[config.mk]
export PLATFORM = sky130hd
export DESIGN_NAME = pfa_ram
export DESIGN_NICKNAME = d
export VERILOG_FILES = /design/src/rtl/pfa_ram.sv
export SDC_FILE = /design/constraint.sdc
export NUM_CORES = 2
export LEC_CHECK = 0
export CORE_MARGIN = 1
export CORE_UTILIZATION = 40
export CTS_BUF_LIST = sky130_fd_sc_hd__clkbuf_2
export CTS_CLUSTER_DIAMETER = 30
export DETAILED_ROUTE_END_ITERATION = 7
export DONT_BUFFER_PORTS = 1
export GPL_ROUTABILITY_DRIVEN = 0
export PLACE_DENSITY = 0.5
export SYNTH_ARGS = -nofsm -noshare
export SYNTH_HDL_FRONTEND = slang
export SYNTH_SLANG_ARGS = --single-unit
[constraint.sdc]
create_clock -name clk -period 3.29 [get_ports clk]
set_clock_uncertainty 0.05 [all_clocks]
set_input_delay 0.1645 -clock clk [delete_from_list [all_inputs] [get_ports clk]]
set_output_delay 0.1645 -clock clk [all_outputs]
set_load 0.02 [all_outputs]
[src/rtl/pfa_ram.sv]
`default_nettype none
module pfa_ram #(
  parameter int WIDTH = 8,
  parameter int ADDR_W = 8
) (
  input  wire logic              clk,
  input  wire logic              we,
  input  wire logic [ADDR_W-1:0] waddr,
  input  wire logic [WIDTH-1:0]  wdata,
  input  wire logic [ADDR_W-1:0] raddr,
  output logic      [WIDTH-1:0]  rdata
);
  logic [WIDTH-1:0] mem [2**ADDR_W];
  always_ff @(posedge clk) begin
    if (we) mem[waddr] <= wdata;
    rdata <= mem[raddr];
  end
endmodule
`default_nettype wire
==> results.cfg <==
[timing]
final-max-slew-violation-count = 72
final-hold-violation-count = 0
setup_violations = 1
rsz0062_at_grt = true
fin_hold_ws_ns = 0.0406
worst_pin_slew_ns = 1.60
fin_crit_ns = 3.36
relSlewSlack_pct = -6.81
max_freq_ghz = 0.298
finalWorstSetupSlack_ns = -0.0705
timing.final.crit_share_pct = 102

[drt]
wl_met1_um = 98000
wl_per_cell_um = 29.3
met2WireLength_um = 109000
route.met3.wl_um = 15500
top_layer = met5
drtIter0Drc = 4364
routed_via_density = 5.53
first_pass_iters = 7
ant_nets = 0
dr_total_vias = 43044
wl_um = 227000
drc = 0

[clock_tree]
htreeDepth = 6
clk_pin_slew_ns = 0.10
clock_sinks = 2056
post-cts-setup-buffer-count = 0
cts_tree = done
clk_latency_ns = 1.86
ctsLongestPathBuffers = 4
cts_buffers = 570
cts_root_buf = clkbuf_2

[power]
leakage_nw = 30.4
p_total_mw = 50.1
p_per_area_nw_per_um2 = 538
ir_drop_v = 0.000274

[yosys]
synth_edf_count = 2048
async_reset_ff_share_pct = 0
yosysWarnings = 0
synth_area_leaders = edfxtp_1 77%, mux4_2 13%, mux2i_1 1.7%
synthFlopType = edfxtp_1
syn_inst = 3733
yosysSeqAreaShare_pct = 77.5
syn-num-nets = 3759
yosys.area.top_type = edfxtp_1
avgSynthCellArea_um2 = 21.3
ys_ff_latch = 2056
yosysUniqueCellTypes = 55
yosys.area.top_type_share_pct = 77.3
syn_area_um2 = 79600

[worst_setup_path]
critical_path_class = reg2reg
crit_chain = mux4_2, dlygate4sd3_1, a211oi_1, nor3_1, nor4_1, buf_4, nor4_2
cp.required_ns = 4.97
crit_fanout = 1
crit_path_end_kind = flop
start_kind = flop
critical_path_arrival_ns = 5.04
crit_slowest_cell = nor4_1
critPathMaxStageDelay_ns = 0.69

[floorplan]
die_h_um = 448
die_area_um2 = 201000
die_w_um = 448
core-area_um2 = 197000
io-pin-count = 34
start_util_pct = 40.3
std_cell_rows = 163

[finish]
design_area_um2 = 93100
synthToLayoutAreaGrowth_pct = 17.1
nNetsFinal = 4782
layout-drive-gt1-share_pct = 32.7
num-fill-cells = 17131

[grt]
grt_pass1_vias = 44120
overflow = 0
grt_max_degree = 579
grt_pass1_wl_um = 314000
grt_antenna_before_repair = 16
track_usage_pct = 21.9

[worst_hold_path]
hp-class = in2reg

[placement]
dpl_cell_area_um2 = 83900
pre_cts_slack_ns = -0.0186
port_buffers = 0
dp_hpwl_um = 119000

[status]
violations = max-slew violations, negative setup slack
outcome = finished, violations left

[job]
max_cap_viol_count = 0
-- power breakdown --
group | internal (mW) | switching, mW | leakage, nW
clock | 7.56 | 10.6 | 3.80
sequential | 28.8 | 0.0838 | 18.5
combinational | 1.21 | 1.82 | 8.14
-- layout make-up --
type,instances,area (µm²),share of cell area (%)
flip-flops and latches,2056,61700,66.2
multi-input cells,1442,16600,17.8
repair buffers,684,6600,7.09
clock buffers,783,3920,4.21
well taps,2640,3300,3.55
clock inverters,155,1010,1.09
diodes,15,37.5,0.0403
inverters,2,7.51,0.00806
-- synthesized netlist by cell type (3+ instances only) --
| master | number |
|---|---|
| o22a_1 | 5 |
| nand4_1 | 10 |
| a22oi_1 | 133 |
| buf_1 | 22 |
| o211ai_1 | 10 |
| buf_4 | 27 |
| or2_2 | 4 |
| a211oi_1 | 16 |
| a21oi_1 | 96 |
| o22ai_1 | 28 |
| nand3_1 | 34 |
| buf_2 | 31 |
| nor3_1 | 22 |
| o32ai_1 | 4 |
| a22o_1 | 8 |
| buf_12 | 8 |
| dfxtp_1 | 8 |
| nor4_1 | 24 |
| edfxtp_1 | 2048 |
| buf_8 | 13 |
| nor2b_1 | 31 |
| mux2i_1 | 134 |
| clkbuf_1 | 111 |
| o221ai_1 | 46 |
| o21ai_0 | 10 |
| a221oi_1 | 13 |
| nand2b_1 | 8 |
| and2_1 | 6 |
| buf_6 | 21 |
| mux4_2 | 454 |
| nor4_2 | 3 |
| nor2_1 | 282 |
| nand2_1 | 33 |
-- cells in the final DEF (no fill, tap or decap), types with 19 or more instances in the layout --
cell type         n
mux2i_1         134
nand2_1          33
dlygate4sd3_1   349
nor3_1           19
buf_4           300
edfxtp_1       2048
mux4_2          454
o221ai_1         46
o22ai_1          28
nor4_1           21
nand3_1          25
clkbuf_2        783
a22oi_1         132
clkinv_2         31
nor2_1          278
buf_16           20
clkinv_1         95
a21oi_1          96
nor2b_1          27
-- per-layer routing --
layer	vias to the layer above	global-route usage (%)
li1	18097	-
met1	22914	30.5
met2	1704	34.8
met3	325	4.45
met4	4	6.42
met5	-	0
-- cells by family after synthesis --
| family | after synthesis | synth area share [%] |
|---|---|---|
| buffers and inverters | 235 | 1.83 |
| AND/OR/NAND/NOR | 466 | 2.63 |
| multiplexers | 591 | 14.6 |
| AO/OA/AOI/OAI | 385 | 3.42 |
| flip-flops | 2056 | 77.5 |
-- state kept, by name, summed over array words and instances, names as in the netlist --
signal,cells
mem,2048
rdata,8
-- metrics by stage --
stage	TNS, ns	std cells	util, %
floorplan	0	3733	-
global placement	0	6446	42.5
detailed placement	-0.0186	6446	42.5
CTS	0	7743	46.9
global route	-0.0206	7774	47.2
finish	-0.0705	7777	47.2
-- critical path: cells and delay by family (launching register included) --
kind | cells | cell delay, ns
and+or+nand+nor | 3 | 0.95
buffers and inverters | 2 | 0.82
AOI/OAI and AO/OA | 1 | 0.66
muxes | 1 | 0.45
DFF | 1 | 0.38
-- path summary, 6_finish.rpt --
path	slack (ns)	cells past startpoint	startpoint	to
max	-0.07	7	mem[98][1]$_DFFE_PP_	rdata[1]$_DFF_P_
min	0.04	7	raddr[0]	rdata[3]$_DFF_P_
max reg2reg	-0.07	7	mem[98][1]$_DFFE_PP_	rdata[1]$_DFF_P_
min reg2reg	1.09	7	mem[61][1]$_DFFE_PP_	rdata[1]$_DFF_P_
-- repair_timing --
item                                     CTS  global route
endpoints found under the hold margin   4104            76
endpoints found under the setup margin     0            21
resized for setup                          0            12
hold buffers                             359            16
No activity file was read; power rests on OpenSTA's default activity.
